$ cat config.mk
export PLATFORM = sky130hd
export DESIGN_NAME = sorted_key_value_table
export DESIGN_NICKNAME = d
export VERILOG_FILES = /design/src/rtl/sktbl_pkg.sv /design/src/rtl/sorted_key_value_table.sv /design/src/rtl/sktbl_datapath.sv /design/src/rtl/sktbl_ctrl.sv
export SDC_FILE = /design/constraint.sdc
export NUM_CORES = 1
export LEC_CHECK = 0
export ABC_CLOCK_PERIOD_IN_PS = 6350
export BUFFER_PORTS_ARGS = -buffer_cell sky130_fd_sc_hd__buf_2
export CORE_ASPECT_RATIO = 1.75
export CORE_MARGIN = 2
export CORE_UTILIZATION = 38
export CTS_CLUSTER_SIZE = 16
export DETAILED_ROUTE_END_ITERATION = 12
export GPL_TIMING_DRIVEN = 1
export PLACE_DENSITY_LB_ADDON = 0.25
export SYNTH_ARGS = -nofsm -noshare
export SYNTH_HDL_FRONTEND = slang
export SYNTH_SLANG_ARGS = --single-unit
$ cat constraint.sdc
create_clock -name i_clk -period 6.35 [get_ports i_clk]
set_input_delay 1.27 -clock i_clk [delete_from_list [all_inputs] [get_ports i_clk]]
set_output_delay 1.27 -clock i_clk [all_outputs]
set_load 0.005 [all_outputs]
$ cat src/rtl/sktbl_pkg.sv
// Shared types, codes and default sizes for the sorted key/value table.
// Used by the controller, the datapath, the top level and the port checker.
package sktbl_pkg;

    // Default sizes of the table.
    localparam int DEPTH_DEF      = 16;
    localparam int KEY_BITS_DEF   = 16;
    localparam int VALUE_BITS_DEF = 32;

    // Request operation codes.
    localparam logic [1:0] OP_PUT   = 2'd0;
    localparam logic [1:0] OP_GET   = 2'd1;
    localparam logic [1:0] OP_READ  = 2'd2;
    localparam logic [1:0] OP_WRITE = 2'd3;

    // Result status codes.
    localparam logic [1:0] ST_OK   = 2'd0;
    localparam logic [1:0] ST_MISS = 2'd1;
    localparam logic [1:0] ST_FULL = 2'd2;

    // Memory read address selection.
    typedef enum logic [1:0] {
        RD_NONE,
        RD_IDX,
        RD_IDX_M1,
        RD_IDX_P1
    } t_rd_sel;

    // Memory write selection.
    typedef enum logic [1:0] {
        WR_NONE,
        WR_SHIFT,
        WR_NEW,
        WR_VALUE
    } t_wr_mode;

    // Walking index update.
    typedef enum logic [1:0] {
        IDX_HOLD,
        IDX_INC,
        IDX_DEC,
        IDX_CNT
    } t_idx_op;

    // Commands from the controller to the datapath.
    typedef struct packed {
        logic       load_req;
        t_rd_sel    rd_sel;
        t_wr_mode   wr_mode;
        t_idx_op    idx_op;
        logic       pos_save;
        logic       cnt_inc;
        logic       cnt_dec;
        logic       res_set;
        logic [1:0] res_status;
        logic       res_take_rd;
        logic       out_load;
    } t_dp_cmd;

    // Status from the datapath to the controller.
    typedef struct packed {
        logic [1:0] op;
        logic       idx_at_count;
        logic       key_lt;
        logic       key_eq;
        logic       full;
        logic       idx_m1_at_pos;
        logic       idx_p1_lt_count;
    } t_dp_sts;

endpackage

$ cat src/rtl/sorted_key_value_table.sv
// Sorted key/value table: holds up to DEPTH entries in ascending key order.
// Channels: request (i_in_valid/o_in_ready with i_op, i_key, i_entry_value)
// and result (o_out_valid/i_out_ready with o_status, o_read_value,
// o_is_empty). Every request yields exactly one result transaction.
// Operations: put inserts a key not yet present at the sorted place, get returns and removes,
// read returns, write replaces the value of an existing key.
// A request is processed one at a time. The keys and values live in
// memories with a single registered read port, so the lookup walks the
// table entry by entry, with a read state and a compare state per entry,
// up to the key's sorted place, and put and get then move each following
// entry with a read and a write. The block takes its next request in the
// cycle after the previous result is loaded into the output register.
// A finished result waits in the output register while the receiver
// stalls; the block keeps accepting a request meanwhile and holds its next
// result until the output register is free.
// Reset (i_rst_n low, synchronous) empties the table and drops any pending
// result; the memories need no clearing.
// Depends on sktbl_pkg, sktbl_ctrl and sktbl_datapath.
module sorted_key_value_table #(
    parameter int DEPTH      = sktbl_pkg::DEPTH_DEF,
    parameter int KEY_BITS   = sktbl_pkg::KEY_BITS_DEF,
    parameter int VALUE_BITS = sktbl_pkg::VALUE_BITS_DEF
) (
    input  logic                  i_clk,
    input  logic                  i_rst_n,
    input  logic                  i_in_valid,
    output logic                  o_in_ready,
    input  logic [1:0]            i_op,
    input  logic [KEY_BITS-1:0]   i_key,
    input  logic [VALUE_BITS-1:0] i_entry_value,
    output logic                  o_out_valid,
    input  logic                  i_out_ready,
    output logic [1:0]            o_status,
    output logic [VALUE_BITS-1:0] o_read_value,
    output logic                  o_is_empty
);

    sktbl_pkg::t_dp_cmd cmd;
    sktbl_pkg::t_dp_sts sts;

    // Control sequencer.
    sktbl_ctrl u_ctrl (
        .i_clk       (i_clk),
        .i_rst_n     (i_rst_n),
        .i_in_valid  (i_in_valid),
        .o_in_ready  (o_in_ready),
        .o_out_valid (o_out_valid),
        .i_out_ready (i_out_ready),
        .i_sts       (sts),
        .o_cmd       (cmd)
    );

    // Storage and result path.
    sktbl_datapath #(
        .DEPTH      (DEPTH),
        .KEY_BITS   (KEY_BITS),
        .VALUE_BITS (VALUE_BITS)
    ) u_datapath (
        .i_clk         (i_clk),
        .i_rst_n       (i_rst_n),
        .i_op          (i_op),
        .i_key         (i_key),
        .i_entry_value (i_entry_value),
        .i_cmd         (cmd),
        .o_sts         (sts),
        .o_status      (o_status),
        .o_read_value  (o_read_value),
        .o_is_empty    (o_is_empty)
    );

endmodule

$ cat src/rtl/sktbl_datapath.sv
// Datapath of the sorted key/value table: request registers, key and value
// memories, index and count registers, result and output registers. Uses sktbl_pkg.
module sktbl_datapath #(
    parameter int DEPTH      = sktbl_pkg::DEPTH_DEF,
    parameter int KEY_BITS   = sktbl_pkg::KEY_BITS_DEF,
    parameter int VALUE_BITS = sktbl_pkg::VALUE_BITS_DEF
) (
    input  logic                  i_clk,
    input  logic                  i_rst_n,
    input  logic [1:0]            i_op,
    input  logic [KEY_BITS-1:0]   i_key,
    input  logic [VALUE_BITS-1:0] i_entry_value,
    input  sktbl_pkg::t_dp_cmd    i_cmd,
    output sktbl_pkg::t_dp_sts    o_sts,
    output logic [1:0]            o_status,
    output logic [VALUE_BITS-1:0] o_read_value,
    output logic                  o_is_empty
);

    localparam int AW = (DEPTH > 1) ? $clog2(DEPTH) : 1;
    localparam int CW = $clog2(DEPTH + 1);

    // Key and value memories, one read and one write port each.
    logic [KEY_BITS-1:0]   r_keys [DEPTH];
    logic [VALUE_BITS-1:0] r_vals [DEPTH];

    logic [1:0]            r_op;
    logic [KEY_BITS-1:0]   r_key;
    logic [VALUE_BITS-1:0] r_val;
    logic [CW-1:0]         r_idx;
    logic [CW-1:0]         r_pos;
    logic [CW-1:0]         r_count;
    logic [KEY_BITS-1:0]   r_rd_key;
    logic [VALUE_BITS-1:0] r_rd_val;
    logic [1:0]            r_res_status;
    logic [VALUE_BITS-1:0] r_res_rd;
    logic [1:0]            r_out_status;
    logic [VALUE_BITS-1:0] r_out_rd;
    logic                  r_out_empty;

    logic [CW-1:0] n_idx;
    logic [CW-1:0] idx_m1;
    logic [CW-1:0] idx_p1;
    logic [AW-1:0] rd_addr;
    logic [AW-1:0] wr_addr;

    assign idx_m1  = r_idx - CW'(1);
    assign idx_p1  = r_idx + CW'(1);
    assign wr_addr = r_idx[AW-1:0];

    // Read address selection.
    always_comb begin
        unique case (i_cmd.rd_sel)
            sktbl_pkg::RD_IDX_M1: rd_addr = idx_m1[AW-1:0];
            sktbl_pkg::RD_IDX_P1: rd_addr = idx_p1[AW-1:0];
            default:              rd_addr = r_idx[AW-1:0];
        endcase
    end

    // Registered memory read.
    always_ff @(posedge i_clk) begin
        if (i_cmd.rd_sel != sktbl_pkg::RD_NONE) begin
            r_rd_key <= r_keys[rd_addr];
            r_rd_val <= r_vals[rd_addr];
        end
    end

    // Memory write: shifted entry, new entry, or value update.
    always_ff @(posedge i_clk) begin
        unique case (i_cmd.wr_mode)
            sktbl_pkg::WR_SHIFT: begin
                r_keys[wr_addr] <= r_rd_key;
                r_vals[wr_addr] <= r_rd_val;
            end
            sktbl_pkg::WR_NEW: begin
                r_keys[wr_addr] <= r_key;
                r_vals[wr_addr] <= r_val;
            end
            sktbl_pkg::WR_VALUE: begin
                r_vals[wr_addr] <= r_val;
            end
            default: begin
            end
        endcase
    end

    // Next walking index.
    always_comb begin
        n_idx = r_idx;
        if (i_cmd.load_req) begin
            n_idx = '0;
        end else begin
            unique case (i_cmd.idx_op)
                sktbl_pkg::IDX_INC: n_idx = idx_p1;
                sktbl_pkg::IDX_DEC: n_idx = idx_m1;
                sktbl_pkg::IDX_CNT: n_idx = r_count;
                default:            n_idx = r_idx;
            endcase
        end
    end

    // Index and entry count.
    always_ff @(posedge i_clk) begin
        if (!i_rst_n) begin
            r_idx   <= '0;
            r_count <= '0;
        end else begin
            r_idx <= n_idx;
            if (i_cmd.cnt_inc) begin
                r_count <= r_count + CW'(1);
            end else if (i_cmd.cnt_dec) begin
                r_count <= r_count - CW'(1);
            end
        end
    end

    // Request capture, insert position and result registers.
    always_ff @(posedge i_clk) begin
        if (i_cmd.load_req) begin
            r_op  <= i_op;
            r_key <= i_key;
            r_val <= i_entry_value;
        end
        if (i_cmd.pos_save) begin
            r_pos <= r_idx;
        end
        if (i_cmd.res_set) begin
            r_res_status <= i_cmd.res_status;
            r_res_rd     <= i_cmd.res_take_rd ? r_rd_val : '0;
        end
        if (i_cmd.out_load) begin
            r_out_status <= r_res_status;
            r_out_rd     <= r_res_rd;
            r_out_empty  <= (r_count == '0);
        end
    end

    // Status toward the controller.
    assign o_sts.op              = r_op;
    assign o_sts.idx_at_count    = (r_idx == r_count);
    assign o_sts.key_lt          = (r_rd_key < r_key);
    assign o_sts.key_eq          = (r_rd_key == r_key);
    assign o_sts.full            = (r_count == CW'(DEPTH));
    assign o_sts.idx_m1_at_pos   = (idx_m1 == r_pos);
    assign o_sts.idx_p1_lt_count = (idx_p1 < r_count);

    assign o_status     = r_out_status;
    assign o_read_value = r_out_rd;
    assign o_is_empty   = r_out_empty;

endmodule

$ cat src/rtl/sktbl_ctrl.sv
// Controller of the sorted key/value table: sequences the scan, the shift
// sweeps and the result handoff. Uses sktbl_pkg command and status types.
module sktbl_ctrl (
    input  logic               i_clk,
    input  logic               i_rst_n,
    input  logic               i_in_valid,
    output logic               o_in_ready,
    output logic               o_out_valid,
    input  logic               i_out_ready,
    input  sktbl_pkg::t_dp_sts i_sts,
    output sktbl_pkg::t_dp_cmd o_cmd
);

    localparam logic [3:0] S_IDLE     = 4'd0;
    localparam logic [3:0] S_SCAN_RD  = 4'd1;
    localparam logic [3:0] S_SCAN_CMP = 4'd2;
    localparam logic [3:0] S_SHR      = 4'd3;
    localparam logic [3:0] S_SHW      = 4'd4;
    localparam logic [3:0] S_INS      = 4'd5;
    localparam logic [3:0] S_SDN      = 4'd6;
    localparam logic [3:0] S_SDW      = 4'd7;
    localparam logic [3:0] S_DONE     = 4'd8;

    logic [3:0] r_state;
    logic [3:0] n_state;
    logic       r_out_valid;
    logic       n_out_valid;
    logic       finish;
    logic       hit;

    // State sequencing and command generation.
    always_comb begin
        o_cmd   = '0;
        n_state = r_state;
        finish  = 1'b0;
        hit     = 1'b0;
        unique case (r_state)
            S_IDLE: begin
                if (i_in_valid) begin
                    o_cmd.load_req = 1'b1;
                    n_state        = S_SCAN_RD;
                end
            end
            S_SCAN_RD: begin
                if (i_sts.idx_at_count) begin
                    finish = 1'b1;
                end else begin
                    o_cmd.rd_sel = sktbl_pkg::RD_IDX;
                    n_state      = S_SCAN_CMP;
                end
            end
            S_SCAN_CMP: begin
                if (i_sts.key_lt) begin
                    o_cmd.idx_op = sktbl_pkg::IDX_INC;
                    n_state      = S_SCAN_RD;
                end else begin
                    finish = 1'b1;
                    hit    = i_sts.key_eq;
                end
            end
            S_SHR: begin
                o_cmd.rd_sel = sktbl_pkg::RD_IDX_M1;
                n_state      = S_SHW;
            end
            S_SHW: begin
                o_cmd.wr_mode = sktbl_pkg::WR_SHIFT;
                o_cmd.idx_op  = sktbl_pkg::IDX_DEC;
                n_state       = i_sts.idx_m1_at_pos ? S_INS : S_SHR;
            end
            S_INS: begin
                o_cmd.wr_mode    = sktbl_pkg::WR_NEW;
                o_cmd.cnt_inc    = 1'b1;
                o_cmd.res_set    = 1'b1;
                o_cmd.res_status = sktbl_pkg::ST_OK;
                n_state          = S_DONE;
            end
            S_SDN: begin
                if (i_sts.idx_p1_lt_count) begin
                    o_cmd.rd_sel = sktbl_pkg::RD_IDX_P1;
                    n_state      = S_SDW;
                end else begin
                    o_cmd.cnt_dec = 1'b1;
                    n_state       = S_DONE;
                end
            end
            S_SDW: begin
                o_cmd.wr_mode = sktbl_pkg::WR_SHIFT;
                o_cmd.idx_op  = sktbl_pkg::IDX_INC;
                n_state       = S_SDN;
            end
            S_DONE: begin
                if (!r_out_valid || i_out_ready) begin
                    o_cmd.out_load = 1'b1;
                    n_state        = S_IDLE;
                end
            end
            default: begin
                n_state = S_IDLE;
            end
        endcase

        // The scan has found the lower bound; act on the operation.
        if (finish) begin
            o_cmd.res_set    = 1'b1;
            o_cmd.res_status = sktbl_pkg::ST_MISS;
            n_state          = S_DONE;
            case (i_sts.op)
                sktbl_pkg::OP_PUT: begin
                    if (hit) begin
                        o_cmd.res_set = 1'b1;
                    end else if (i_sts.full) begin
                        o_cmd.res_status = sktbl_pkg::ST_FULL;
                    end else begin
                        o_cmd.res_set  = 1'b0;
                        o_cmd.pos_save = 1'b1;
                        o_cmd.idx_op   = sktbl_pkg::IDX_CNT;
                        n_state        = i_sts.idx_at_count ? S_INS : S_SHR;
                    end
                end
                sktbl_pkg::OP_GET: begin
                    if (hit) begin
                        o_cmd.res_status  = sktbl_pkg::ST_OK;
                        o_cmd.res_take_rd = 1'b1;
                        n_state           = S_SDN;
                    end
                end
                sktbl_pkg::OP_READ: begin
                    if (hit) begin
                        o_cmd.res_status  = sktbl_pkg::ST_OK;
                        o_cmd.res_take_rd = 1'b1;
                    end
                end
                default: begin
                    if (hit) begin
                        o_cmd.wr_mode    = sktbl_pkg::WR_VALUE;
                        o_cmd.res_status = sktbl_pkg::ST_OK;
                    end
                end
            endcase
        end
    end

    // Output valid: set on load, cleared when the result is taken.
    always_comb begin
        n_out_valid = r_out_valid;
        if (o_cmd.out_load) begin
            n_out_valid = 1'b1;
        end else if (r_out_valid && i_out_ready) begin
            n_out_valid = 1'b0;
        end
    end

    always_ff @(posedge i_clk) begin
        if (!i_rst_n) begin
            r_state     <= S_IDLE;
            r_out_valid <= 1'b0;
        end else begin
            r_state     <= n_state;
            r_out_valid <= n_out_valid;
        end
    end

    assign o_in_ready  = (r_state == S_IDLE);
    assign o_out_valid = r_out_valid;

endmodule

==> flow_summary.json <==
{
  "finalHoldWorstSlack_ns": 0.419,
  "ctsResizeCount": 0,
  "p_int_uw": 11900,
  "die_y_um": 422,
  "arrival_ns": 5.36,
  "rsz0062_at_grt": "no",
  "port_buffers": 90,
  "ys_ff_latch": 955,
  "core_um2": 99200,
  "hold_path.class": "flop to flop",
  "finalWirelength_um": 97700,
  "hpwl_um": 55400,
  "die_area_um2": 102000,
  "clock_path_buffers": 3,
  "synth_flop_cell": "edfxtp_1",
  "leakage_uw": 0.0163,
  "power_frac_seq_pct": 48.8,
  "max-slew-margin-rel_pct": 25.0,
  "cts-htree-levels": 3,
  "grt.total_usage_pct": 18.9,
  "period_minus_slack_ns": 4.95,
  "finalMaxSlewViolations": 0,
  "n_antenna_cell": 0,
  "die_x_um": 243,
  "yosysSeqAreaShare_pct": 75.3,
  "via_per_inst": 5.41,
  "ir_worst_vdd_uv": 211,
  "fin_cells": 3625,
  "hold_buffers": 0,
  "worstMarginPinSlew_ns": 1.12,
  "grt_pass1_wl_um": 140000,
  "grt_max_degree": 132,
  "finalNetCount": 2330,
  "ff2ff_setup_slack_ns": 1.40,
  "max_cap_violations": 0,
  "grt_pass1_vias": 20600,
  "synth_edf_count": 940,
  "switching_share_pct": 27.9,
  "ios": 91,
  "async_flop_share_pct": 0,
  "drive_gt1_share_pct": 16.9,
  "yosys_warnings": 0,
  "cts_sinks": 955,
  "endpoint_kind": "flop",
  "setup_viol": 0,
  "max_freq_mhz": 202,
  "status": "finished, final reports clean",
  "num_vias": 19600,
  "syn_inst": 2108,
  "drc": 0,
  "areaGrowthSynthToFinish_pct": 13.5,
  "cts_inserted_buffers": 87,
  "post-route-period-util_pct": 77.9,
  "clock-root-buffer": "clkbuf_16",
  "timing.setup.tns_ns": 0,
  "p_switching_uw": 4580,
  "required_ns": 6.77,
  "ys_types": 67,
  "num_rows": 153,
  "comb_power_share_pct": 18.8,
  "synthesis.nets": 2200,
  "dr.first_iter.drc_count": 1655,
  "ant_nets": 0,
  "critical_path_class": "flop to flop",
  "clock_latency_ns": 0.69,
  "p_clk_share_pct": 32.4,
  "worst_setup_path_start_kind": "flop",
  "power_uw": 16400,
  "place.gp.congestion": 0.799,
  "cts_tree": "built",
  "powerDensity_nw_per_um2": 382,
  "overflow": 0,
  "post_synth_instance_area_um2": 37900,
  "hold_violations": 0,
  "wl_per_cell_um": 26.9,
  "syn_area_per_cell_um2": 18.0,
  "cts_setup_buffers": 0,
  "start_util_pct": 38.2,
  "antenna_found_initial": 1,
  "place_inst": 3466,
  "clk_pin_slew_ns": 0.06,
  "worstPathMaxFanout": 33,
  "drt_pass1_iterations": 5,
  "skew_ns": 0.0256,
  "fin_util_pct": 43.4
}
==> worst max-delay path, stage by stage (launching register included) <==
cell     delay, ns
dfxtp_1       0.71
inv_1         0.24
ha_1          0.60
ha_1          0.30
nor2b_1       0.13
o211a_1       0.24
o21ai_4       0.28
a31oi_4       0.14
xor2_1        0.59
and2_2        0.69
buf_12        0.39
a22oi_1       0.14
and4_1        0.21
==> through the flow <==
stage	worst slack [ns]	instance area, µm²
final	1.40	43000
after global routing	1.22	43000
after CTS	1.43	43000
after detailed placement	1.46	40100
after global placement	1.59	40100
after floorplan	1.34	37900
==> power groups by stage <==
stage                     logic [µW]  clock network [µW]  registers, µW
after floorplan                 2190                   0           7990
after global placement          3070                   0           8150
after detailed placement        3130                   0           8150
after CTS                       3130                5430           8020
after global routing            3330                5670           8040
final                           3090                5320           8010
==> worst paths after layout <==
kind / from / end / cells after the start
setup reg to reg: u_datapath.r_idx[0] / u_datapath.r_rd_val[28] / 12
setup / recovery: u_datapath.r_idx[0] / u_datapath.r_rd_val[28] / 12
hold reg to reg: u_datapath.r_res_rd[18] / u_datapath.o_read_value[18] / 0
hold / removal: u_datapath.r_res_rd[18] / u_datapath.o_read_value[18] / 0
==> synth_stat cells (13+ instances only) <==
library cell,count,area (µm²)
nand2b_1,15,93.8
dfxtp_1,15,300
edfxtp_1,940,28200
buf_6,37,417
nand2_1,31,116
ha_1,37,463
inv_1,34,128
clkbuf_1,44,165
nor2_1,66,248
mux2_2,48,541
and4_1,48,420
and3_1,33,206
buf_2,16,80.1
mux2i_1,385,3850
a21oi_1,23,115
o21ai_0,13,65.1
a22oi_1,193,1450
xnor2_1,14,123
==> placed cells by master, fill, tap and decap left out, types with 3 or more instances in the layout <==
cell type,n
mux2i_1,385
a22oi_1,193
bufinv_16,11
buf_2,90
nor2_2,17
edfxtp_1,940
nand4_1,5
clkbuf_16,88
buf_4,52
o21ai_0,13
nor2b_1,3
clkinv_2,19
nor3_1,10
nand3_1,8
nor2_4,21
buf_12,12
clkinv_1,19
nand2_1,31
mux2_2,48
nor4_1,4
nand2b_1,15
and4_1,48
nor2_1,29
a21oi_1,20
inv_1,33
clkbuf_1,14
a21oi_4,3
a211oi_1,5
ha_1,37
and3_1,33
dfxtp_1,15
xor2_1,9
xnor2_1,14
a21o_1,6
==> logic make-up after synthesis <==
logic type | count (synthesis) | synth area share (%)
adders and majority gates | 38 | 1.27
muxes | 433 | 11.6
buffers and inverters | 148 | 2.38
and+or+nand+nor | 242 | 3.72
AOI/OAI and AO/OA | 269 | 5.24
xor gates and xnor gates | 23 | 0.531
DFF | 955 | 75.3
==> routing by layer <==
| layer | wire length [µm] | global-route usage [%] | up-vias |
|---|---|---|---|
| met2 | 53500 | 35.5 | 570 |
| met5 | 0 | 0 | - |
| met1 | 36800 | 21.4 | 10200 |
| met3 | 4060 | 2.57 | 180 |
| met4 | 3310 | 7.37 | 0 |
| li1 | - | - | 8655 |
==> flip-flops by register name, indices dropped and copies added, names as in the netlist <==
name,count
u_datapath.r_op,2
u_datapath.o_status,2
u_datapath.r_pos,5
u_datapath.r_vals,512
u_datapath.r_val,32
u_ctrl.r_state,4
u_datapath.r_res_rd,32
u_datapath.r_rd_val,32
u_datapath.r_rd_key,16
u_datapath.r_key,16
u_ctrl.o_out_valid,1
u_datapath.r_idx,5
u_datapath.r_count,5
u_datapath.r_res_status,2
u_datapath.r_keys,256
u_datapath.o_read_value,32
u_datapath.o_is_empty,1
==> layout make-up <==
type	instances	area, µm²
well taps	1317	1650
inverters	35	133
repair buffers	154	1080
clock buffers	102	2250
multi-input cells	1005	8750
fillers	8822	56100
clock inverters	57	616
flip-flops and latches	955	28500
Note: power is estimated with default switching activity, not from simulation.
